$ cat src/sv/mie_pkg.sv
package mie_pkg;

  localparam int FIELD_BITS = 63;

  typedef struct packed {
    logic [FIELD_BITS-1:0] value;
    logic [FIELD_BITS-1:0] modulus;
  } in_beat_t;

  typedef struct packed {
    logic [FIELD_BITS-1:0] inverse;
    logic                  error;
  } out_beat_t;

  typedef enum logic [2:0] {
    ST_IDLE,
    ST_CHECK,
    ST_DIV,
    ST_UPD,
    ST_FIN
  } state_t;

endpackage

$ cat src/sv/modular_inverse_ext_euclid_top.sv
// Modular inverse by the extended Euclidean algorithm.
// Input beat: value and modulus; result beat: inverse of value mod modulus
// and an error flag. The error flag is set, with inverse 0, for a zero
// modulus or when value and modulus share a factor. Value 0 or 1 gives 1.
// Both channels use valid/stall; a beat moves when valid is high and stall
// is low. in_stall is high from the accepted beat until the result has been
// loaded into the output register, so one item is in work at a time.
// Each Euclid step runs through one shared restoring divider that also
// accumulates quotient times coefficient, one quotient bit per cycle.
// Each step passes through the check, divide and update states; a zero
// modulus goes straight to the final state. Operands of 63 bits take about
// 90 Euclid steps at most. The next beat can be taken in the cycle after
// the load.
// The result waits in an output register; a new item may be accepted while
// it is held by out_stall, and the next result waits in the final state
// until the register is free. Reset (rst_n low, synchronous) drops any item
// in work and any pending result.
module modular_inverse_ext_euclid_top #(
  parameter int WORD_BITS = 63
) (
  input  logic               clk,
  input  logic               rst_n,
  input  logic               in_valid,
  output logic               in_stall,
  input  mie_pkg::in_beat_t  in_data,
  output logic               out_valid,
  input  logic               out_stall,
  output mie_pkg::out_beat_t out_data
);

  localparam int W     = WORD_BITS;
  localparam int CW    = WORD_BITS + 1;
  localparam int CNT_W = $clog2(WORD_BITS);
  localparam int FB    = mie_pkg::FIELD_BITS;

  mie_pkg::state_t state_r, state_nxt;

  logic [W-1:0]     a_r, a_nxt;
  logic [W-1:0]     m_r, m_nxt;
  logic [W-1:0]     m0_r, m0_nxt;
  logic [W-1:0]     rem_r, rem_nxt;
  logic [W-1:0]     sh_r, sh_nxt;
  logic [CW-1:0]    cp_r, cp_nxt;
  logic [CW-1:0]    cc_r, cc_nxt;
  logic [CW-1:0]    prod_r, prod_nxt;
  logic [CNT_W-1:0] cnt_r, cnt_nxt;
  logic             err_r, err_nxt;

  logic               out_valid_r;
  mie_pkg::out_beat_t out_data_r;
  logic               load_out;
  logic [W-1:0]       inv_res;

  logic [W:0]   trial;
  logic [W+1:0] diff;
  logic         ge;
  logic [W-1:0] fix_sum;

  assign in_stall  = (state_r != mie_pkg::ST_IDLE);
  assign out_valid = out_valid_r;
  assign out_data  = out_data_r;

  // Shared step unit: one restoring divide bit and one shift-add of q * c_prev
  assign trial    = {rem_r, sh_r[W-1]};
  assign diff     = {1'b0, trial} - {2'b00, m_r};
  assign ge       = !diff[W+1];
  assign fix_sum  = cc_r[W-1:0] + m0_r;

  always_ff @(posedge clk) begin
    if (!rst_n) begin
      state_r <= mie_pkg::ST_IDLE;
    end else begin
      state_r <= state_nxt;
    end
  end

  always_comb begin
    state_nxt = state_r;
    a_nxt     = a_r;
    m_nxt     = m_r;
    m0_nxt    = m0_r;
    rem_nxt   = rem_r;
    sh_nxt    = sh_r;
    cp_nxt    = cp_r;
    cc_nxt    = cc_r;
    prod_nxt  = prod_r;
    cnt_nxt   = cnt_r;
    err_nxt   = err_r;
    load_out  = 1'b0;
    inv_res   = '0;
    unique case (state_r)
      mie_pkg::ST_IDLE: begin
        if (in_valid) begin
          a_nxt   = in_data.value[W-1:0];
          m_nxt   = in_data.modulus[W-1:0];
          m0_nxt  = in_data.modulus[W-1:0];
          cp_nxt  = '0;
          cc_nxt  = CW'(1);
          err_nxt = (in_data.modulus[W-1:0] == '0);
          state_nxt = (in_data.modulus[W-1:0] == '0) ? mie_pkg::ST_FIN
                                                      : mie_pkg::ST_CHECK;
        end
      end
      mie_pkg::ST_CHECK: begin
        if (a_r <= W'(1)) begin
          err_nxt   = 1'b0;
          state_nxt = mie_pkg::ST_FIN;
        end else if (m_r == '0) begin
          // gcd above one: no inverse
          err_nxt   = 1'b1;
          state_nxt = mie_pkg::ST_FIN;
        end else begin
          rem_nxt   = '0;
          sh_nxt    = a_r;
          prod_nxt  = '0;
          cnt_nxt   = CNT_W'(W - 1);
          state_nxt = mie_pkg::ST_DIV;
        end
      end
      mie_pkg::ST_DIV: begin
        rem_nxt  = ge ? diff[W-1:0] : trial[W-1:0];
        sh_nxt   = {sh_r[W-2:0], 1'b0};
        prod_nxt = {prod_r[CW-2:0], 1'b0} + (ge ? cp_r : '0);
        cnt_nxt  = cnt_r - CNT_W'(1);
        if (cnt_r == '0) begin
          state_nxt = mie_pkg::ST_UPD;
        end
      end
      mie_pkg::ST_UPD: begin
        a_nxt     = m_r;
        m_nxt     = rem_r;
        cp_nxt    = cc_r - prod_r;
        cc_nxt    = cp_r;
        state_nxt = mie_pkg::ST_CHECK;
      end
      mie_pkg::ST_FIN: begin
        if (err_r) begin
          inv_res = '0;
        end else if (cc_r[W]) begin
          // negative coefficient: fold back by the modulus
          inv_res = fix_sum;
        end else begin
          inv_res = cc_r[W-1:0];
        end
        if (!out_valid_r || !out_stall) begin
          load_out  = 1'b1;
          state_nxt = mie_pkg::ST_IDLE;
        end
      end
      default: begin
        state_nxt = mie_pkg::ST_IDLE;
      end
    endcase
  end

  always_ff @(posedge clk) begin
    a_r    <= a_nxt;
    m_r    <= m_nxt;
    m0_r   <= m0_nxt;
    rem_r  <= rem_nxt;
    sh_r   <= sh_nxt;
    cp_r   <= cp_nxt;
    cc_r   <= cc_nxt;
    prod_r <= prod_nxt;
    cnt_r  <= cnt_nxt;
    err_r  <= err_nxt;
  end

  always_ff @(posedge clk) begin
    if (!rst_n) begin
      out_valid_r <= 1'b0;
    end else if (load_out) begin
      out_valid_r <= 1'b1;
    end else if (!out_stall) begin
      out_valid_r <= 1'b0;
    end
  end

  always_ff @(posedge clk) begin
    if (load_out) begin
      out_data_r.inverse <= FB'(inv_res);
      out_data_r.error   <= err_r;
    end
  end

`ifndef SYNTHESIS
  a_err_zero_inv: assert property (@(posedge clk) disable iff (!rst_n)
    (out_valid && out_data.error) |-> (out_data.inverse == '0))
    else $error("error beat carries a nonzero inverse");

  a_busy_after_accept: assert property (@(posedge clk) disable iff (!rst_n)
    (in_valid && !in_stall) |=> in_stall)
    else $error("input taken again straight after an accepted beat");

  a_div_nonzero: assert property (@(posedge clk) disable iff (!rst_n)
    (state_r == mie_pkg::ST_DIV) |-> (m_r != '0))
    else $error("division started with a zero divisor");

  a_load_free: assert property (@(posedge clk) disable iff (!rst_n)
    load_out |-> (!out_valid_r || !out_stall))
    else $error("result register overwritten while held");
`endif

endmodule

$ cat config.mk
export PLATFORM = sky130hd
export DESIGN_NAME = modular_inverse_ext_euclid_top
export DESIGN_NICKNAME = d
export VERILOG_FILES = /design/src/sv/mie_pkg.sv /design/src/sv/modular_inverse_ext_euclid_top.sv
export SDC_FILE = /design/constraint.sdc
export NUM_CORES = 1
export LEC_CHECK = 0
export BUFFER_PORTS_ARGS = -buffer_cell sky130_fd_sc_hd__buf_2
export CORE_ASPECT_RATIO = 0.9
export CORE_MARGIN = 3
export CORE_UTILIZATION = 30
export CTS_CLUSTER_SIZE = 25
export DETAILED_ROUTE_END_ITERATION = 10
export REMOVE_ABC_BUFFERS = 1
export SYNTH_ARGS = -nofsm -noshare
export SYNTH_HDL_FRONTEND = slang
export SYNTH_SLANG_ARGS = --single-unit
export TNS_END_PERCENT = 1
$ cat constraint.sdc
create_clock -name clk -period 33.2 [get_ports clk]
set_input_delay 9.96 -clock clk [delete_from_list [all_inputs] [get_ports clk]]
set_output_delay 9.96 -clock clk [all_outputs]
set_load 0.005 [all_outputs]
Word-level counts from Yosys, hierarchy flattened
Cells that the tools add are included.
- bits in registers: 582
- latch bits: 0
- bits in writable memories: 0
- bits in read-only memories: 0
- input port bits: 130
- output and inout port bits: 66
- logic and storage cells: 87
- memories: 0
- $add $sub $neg: 5
- multiply operators: 0
- divide/modulo/power cells: 0
- magnitude comparators: 1
- equal/unequal tests: 11
- shifts and indexed selects: 0
- multiplexer cells: 38
- bitwise operators: 1
- reductions and logical operators: 17
- operator list (kind ; count):
    $mux 63 ; 8
    $pmux 63 s2 ; 4
    $pmux 64 s2 ; 3
    $mux 64 ; 5
    $logic_not 63->1 ; 2
    $sub 64x63->65 ; 1
    $add 64x64->64 ; 1
    $sub 64x64->64 ; 1
    $add 63x63->63 ; 1
    $le 63x1->1 const B ; 1
    $mux 3 ; 6
    $pmux 3 s5 ; 1
    $mux 6 ; 2
    $pmux 6 s2 ; 1
    $ne 2x2->1 const B ; 5
    $reduce_and 3->1 ; 3
    $mux 1 ; 7
    $eq 3x2->1 const B ; 2
    $logic_not 6->1 ; 1
    $reduce_bool 2->1 ; 3
    $sub 6x1->6 const B ; 1
    $reduce_and 2->1 ; 2
    $eq 3x1->1 const B ; 1
    $eq 3x3->1 const B ; 1
    9 further kinds ; 10

Logic depth before layout (Yosys ltp)
Gate-level depths: netlist of the first run.
- word-level depth: 5
- mapped depth: 25
- gate-level depth less buffers: 23

Worst setup path before layout of the first run
OpenSTA, ideal clock, no wires.
- path type: input-to-reg
- start: input in_valid
- end: register a_r[0], enable pin
- setup time: 1.948 ns
- arrival time: 14.145 ns
- data required time: 31.252 ns
- path slack: 17.108 ns
- cell stages on the path: 2
- buffers on the path: 0
- cell sequence: nand2_1 nand2_1
- word-level cells in the longest chain between the ends: 2
- ends and longest elaborated chain (what ; line ; RTL):
    from (decl) ; modular_inverse_ext_euclid_top.sv:23 ; input logic in_valid,
    $ne 2x2->1 (no line) ; -- ;
    $reduce_and 2->1 (no line) ; -- ;
    to (signal assigned) ; modular_inverse_ext_euclid_top.sv:157 ; a_r <= a_nxt;
    to (decl) ; modular_inverse_ext_euclid_top.sv:38 ; logic [W-1:0] a_r, a_nxt;
Every way passes these cells.
A chain may end at the register's enable or synchronous reset.

Worst setup path after layout of the first run
- start: input in_valid
- end: register cc_r[17], enable pin
- word-level cells in the longest chain between the ends: 2
- ends and longest elaborated chain (what ; line ; RTL):
    $ne 2x2->1 (no line) ; -- ;
    $reduce_and 2->1 (no line) ; -- ;
    to (signal assigned) ; modular_inverse_ext_euclid_top.sv:163 ; cc_r <= cc_nxt;
    to (decl) ; modular_inverse_ext_euclid_top.sv:44 ; logic [CW-1:0] cc_r, cc_nxt;
Every way passes these cells.

==> impl_metrics.ini, run 1 <==
[cts]
cts-buffers-inserted = 74
htreeDepth = 3
clk_latency_ns = 0.68
hold_buffers = 0
cts_tree = yes
cts.clk_slew.worst_paths_ns = 0.06
cts_setup_buffers = 0
clk_path_buf_depth = 3
cts_root_buffer = clkbuf_16
cts_sinks = 582
post_cts_resized = 0

[layout]
drive_above_1_share_pct = 8.823
fillers = 13140
nNetsFinal = 4703
multi_input_area_sq_um = 19940
area_delta_synth_final_pct = 13.05
seq_area_sq_um = 17440

[worst_setup_path]
crit_required_ns = 33.51
setup.worst_path.start_class = primary input
crit_arrival_ns = 12.52
ff2ff_path_depth = 22
worstPathCellList = buf_2 > nand2_1 > nand2_4 > buf_12 > buf_4
critPathSlowestCell = buf_4
path_max_fanout = 143
slowest_delay_ns = 0.74
path_class = in -> reg
endpoint_kind = flop

[yosys]
synth.most_common_cell = nand2_1
synthCells = 4215
yosysUniqueCellTypes = 87
synth_warnings = 0
yosysTopAreaCell = edfxtp_1
synth_top_area_share_pct = 44.69
seq_area_frac_synth_pct = 44.89
syn_area_sq_um = 38840
ys_seq_elements = 582
syn_area_per_cell_sq_um = 9.215
synth_area_leaders = edfxtp_1, ha_1, nand2_1
ys.flop_type = edfxtp_1
synth_common_cells = nand2_1, edfxtp_1, nor2_1
synth_edf_count = 578
synthArstFlopShare_pct = 0

[grt]
grt_start_max_net_pins = 144
grtUsageTotal_pct = 19.34
grt_antenna_before_repair = 17
grt.overflow.total = 0
first_global_vias = 30560
grt_pass1_wl_microns = 196200

[power_and_ir_drop]
power_switching_uw = 1657
clockPowerShare_pct = 21.2
ir_drop_mv = 0.04966
p_sw_share_pct = 43.17
pwr-share-comb_pct = 48.3
pwr-share-seq_pct = 30.5
p_leak_uw = 0.01807
p_int_uw = 2181
cellPowerDensity_nw_per_um2 = 87.41

[floorplanning]
chipWidth_microns = 385.3
initial_core_util_pct = 30.38
die_height_microns = 347.4
io_pins = 196
coreArea_sq_um = 127800
die-area_sq_um = 133800
rows = 124

[timing]
clock.fmax_ghz = 0.08191
setup_viol = 0
slew_viol_final = 0
post-route-period-util_pct = 36.77
tightest_slew_ns = 1.260
grt_setup_unrepaired = no
finalClockSkew_ns = 0.04416
fin_crit_ns = 12.21
slew_headroom_pct = 15.19
setup_tns_ns = 0
hold_slack_ns = 0.5067
final-hold-violation-count = 0

[flow_run]
cap_violations = 0

[detailed_routing]
routedWlPerCell_microns = 21.94
drc_errors = 0
dr.pass1.iters = 6
finalWirelength_microns = 133600
vias = 32480
postRouteAntennaNets = 0
viasPerCell = 5.335
drt_iter0_drc = 3301

[min_path]
hold_path_depth = 2
holdCritPathClass = reg -> reg

[place]
port_buffers = 195
gp_congestion = 0.9265
place_hpwl_microns = 103600

[run_status]
status = complete, no violations
-- area by class of cell --
class / count / share of cell area [%]
tap: 1701 / 4.847
timing repair buffer: 225 / 2.764
multi-input combinational: 3239 / 45.40
antenna: 11 / 0.06269
clock inverter: 49 / 1.183
clock buffer: 85 / 4.360
inverter: 195 / 1.667
sequential: 582 / 39.71
-- registers in the layout, summed over array words and instances, names as in the netlist, 3 cells and up --
register  count
a_r          63
cc_r         64
cnt_r         6
cp_r         64
m0_r         63
m_r          63
out_data     64
prod_r       64
rem_r        63
sh_r         63
state_r       3
-- routing by layer --
layer,global-route usage (%),share of wire (%)
met1,27.46,46
met2,29.41,43
met3,4.487,7.9
met4,5.277,2.7
met5,0,0.077
-- worst max-delay path: cells and delay by family --
family | cells | cell delay [ns]
and+or+nand+nor | 2 | 0.76
buffers and inverters | 3 | 1.44
-- cell usage in the layout, fill, tap and decap left out, drive strengths merged, types with 61 or more instances in the layout --
| cell type | n |
|---|---|
| edfxtp | 578 |
| a21o | 159 |
| nor4 | 61 |
| inv | 201 |
| a21oi | 335 |
| nand2 | 744 |
| xor2 | 84 |
| nor2 | 346 |
| buf | 225 |
| and2 | 152 |
| o21ai | 253 |
| clkbuf | 85 |
| xnor2 | 126 |
| ha | 252 |
| nand4 | 88 |
-- worst paths after layout --
check | startpoint | end | slack, ns
worst min register to register | sh_r[50] | sh_r[51] | 0.51
worst max register to register | m_r[18] | prod_r[61] | 25.67
worst max-delay path | in_valid | cc_r[17] | 20.99
worst min-delay path | sh_r[50] | sh_r[51] | 0.51
-- metrics by stage --
step                total power [uW]  setup WS, ns  area [sq um]  std cells  util, %
floorplan                       2537         17.11         38040       4016        -
global placement                2994         20.33         41450       5942    32.42
detailed placement              2998         20.29         41450       5942    32.42
CTS                             3827         21.00         43880       6076    34.32
global route                    4090         20.93         43880       6076    34.32
finish                          3838         20.99         43910       6087    34.34
-- power by group through the flow --
stage | Sequential, uW | Clock, uW | Combinational (uW)
3_5_place_dp | 1180 | 0 | 1820
6_report | 1170 | 814 | 1850
2_1_floorplan | 1170 | 0 | 1360
4_1_cts | 1170 | 831 | 1830
3_3_place_gp | 1180 | 0 | 1810
5_1_grt | 1190 | 861 | 2040
-- kinds of logic (layout without fill, tap and decap cells) --
family | count (synthesis) | after routing | share of synthesized area (%)
AOI/OAI and AO/OA | 1089 | 1089 | 17.73
and+or+nand+nor | 1650 | 1650 | 19.49
xor gates and xnor gates | 210 | 210 | 4.736
DFF | 582 | 582 | 44.89
adders and majority gates | 256 | 256 | 8.324
buffers and inverters | 394 | 554 | 3.946
muxes | 34 | 34 | 0.8795
other | 0 | 11 | 0
Power figures use the tool's default switching activity.
==> inputs of run 2 (changes only) <==
- ABC_AREA: default -> 1
- clock period: 33.2 -> 12.2 ns (I/O delays scaled with it)
==> run 2 against run 1 <==
The run now ends with capacitance limit, slew limit left. Die area is 11% higher. Clock skew is 0.017 ns higher. Core utilization is 0.24 points lower. Highest routed layer unchanged.
==> impl_metrics.ini, run 2 <==
[run_status]
status = finished with violations
failed_checks = capacitance limit, slew limit

[layout]
mostFrequentLayoutCells = nand2_1, nor2_1, inv_1, edfxtp_1, a21oi_1
postLayoutCoreUtil_pct = 34.10
layout_commonest_cell = nand2_1
nNetsFinal = 6612
final_area_sq_um = 48520
area_delta_synth_final_pct = 12.50
fin_cells = 8145
drive_above_1_share_pct = 5.493

[cts]
cts_sinks = 582
cts_setup_buffers = 0
cts-buffers-inserted = 72
post_cts_resized = 0
cts_root_buffer = clkbuf_16
clk_latency_ns = 0.71
clk_path_buf_depth = 3
cts.clk_slew.worst_paths_ns = 0.06
htreeDepth = 3
cts_tree = yes
hold_buffers = 0

[power_and_ir_drop]
cellPowerDensity_nw_per_um2 = 224.4
ir_drop_mv = 0.1136
p_leak_uw = 0.02121

[place]
port_buffers = 195
post-place-cells = 8014
dpl_cell_area_sq_um = 46180
gp_congestion = 1.015
pre_cts_slack_ns = 5.487
place_hpwl_microns = 151300

[min_path]
holdCritPathClass = reg -> reg
hold_path_depth = 0
hold_end = out_data[0]
hp-start = err_r

[yosys]
synthCells = 6043
ys.flop_type = edfxtp_1
yosysTopAreaCell = edfxtp_1
syn_area_per_cell_sq_um = 7.137
yosysUniqueCellTypes = 45
syn_area_sq_um = 43130
synth_edf_count = 578
synth_area_leaders = edfxtp_1, nand2_1, nor2_1
synth_top_area_share_pct = 40.24
synth.most_common_cell = nand2_1
seq_area_frac_synth_pct = 40.43
ys_seq_elements = 582
synth_common_cells = nand2_1, nor2_1, inv_1
synthArstFlopShare_pct = 0
synth_warnings = 0

[detailed_routing]
dr.pass1.iters = 8
finalWirelength_microns = 184100
drt_iter0_drc = 5064
viasPerCell = 5.157
postRouteAntennaNets = 0
drc_errors = 0
vias = 42000
routedWlPerCell_microns = 22.61

[worst_setup_path]
r2r_start = m_r[0]
slowest_delay_ns = 0.50
ff2ff_path_depth = 29
worst-r2r-setup-slack_ns = 6.10
crit_required_ns = 12.65
r2r-end = prod_r[53]
endpoint_kind = flop
worst_path_most_repeated_cell = nand2_1
path_max_fanout = 68
critPathSlowestCell = nand2_4
setup.worst_path.start_class = flop
crit_arrival_ns = 6.55
path_class = reg -> reg

[grt]
grtUsageTotal_pct = 24.09
grt_pass1_wl_microns = 261900
grt.overflow.total = 0
first_global_vias = 38790
grt_start_max_net_pins = 134
grt_antenna_before_repair = 12

[timing]
clock.fmax_ghz = 0.1640
setup_slack_ns = 6.102
tightest_slew_ns = 1.493
slew_viol_final = 1
grt_setup_unrepaired = no
fin_crit_ns = 6.098
setup_tns_ns = 0
finalClockSkew_ns = 0.06098
final-hold-violation-count = 0
slew_headroom_pct = -0.5635
post-route-period-util_pct = 49.98
setup_viol = 0

[floorplanning]
chipWidth_microns = 405.7
initial_core_util_pct = 30.31
die_height_microns = 365.7
io_pins = 196
coreArea_sq_um = 142300
die-area_sq_um = 148400
rows = 131

[flow_run]
cap_violations = 1
## run 2: cell count changes in the layout (fill, tap and decap cells not counted), sizes merged, moves of 143 or more
cell	previous run	this run
a21oi	335	488
and2	152	9
inv	201	975
nand2	744	1531
nand3	55	273
nor2	346	983
o21ai	253	459
## run 2: cell families (layout without fill, tap and decap cells)
kind of cell,after synthesis,after routing,share of synthesized area [%]
XOR/XNOR,66,66,1.340
adder cells (fa/ha/maj),256,256,7.497
flip-flops,582,582,40.43
AND/OR/NAND/NOR,2966,2966,27.63
AO/OA/AOI/OAI,1096,1096,13.56
other,0,2,0
buffers and inverters,1077,1315,9.545
## run 2: final cells by class
class | instances | area (sq um)
Timing Repair Buffer | 215 | 1139
Clock inverter | 44 | 483.0
Multi-Input combinational cell | 4384 | 21620
Sequential cell | 582 | 17440
Fill cell | 15350 | 93750
Tap cell | 1862 | 2330
Antenna cell | 2 | 5.005
Clock buffer | 85 | 1851
Inverter | 971 | 3652
## run 2: worst max-delay path, delay by kind of cell (launching register included)
| kind | cells | cell delay, ns |
|---|---|---|
| fa+ha+maj | 4 | 1.43 |
| buf+inv | 3 | 0.56 |
| compound gates | 2 | 0.52 |
| simple gates | 20 | 2.83 |
| flops | 1 | 0.42 |
## run 2: worst max-delay path by stage
stage	cells after the start	endpoint	slack, ns	start
final	29	prod_r[53]	6.10	m_r[0]
after global routing	29	prod_r[53]	5.73	m_r[0]
after CTS	29	prod_r[53]	6.19	m_r[0]
after detailed placement	7	m_r[11]	5.49	in_valid
after global placement	7	m_r[11]	5.52	in_valid
after floorplan	4	a_r[0]	-4.10	state_r[1]
## run 2: routing by layer
metal | track usage (%) | wire length [microns]
met5 | 0 | 27
met4 | 5.352 | 4156
met3 | 5.030 | 18270
met2 | 32.88 | 71760
met1 | 38.05 | 89940
## run 2: power by group
group / internal, uW / switching [uW]
combinational: 1510 / 3980
clock: 1230 / 957
sequential: 2840 / 371
## run 2: per-stage QoR
stage	total power, uW	hold slack, ns
floorplan	6742	0.4272
global placement	8531	0.4615
detailed placement	8552	0.4360
CTS	10770	0.4502
global route	11580	0.4563
finish	10890	0.4494
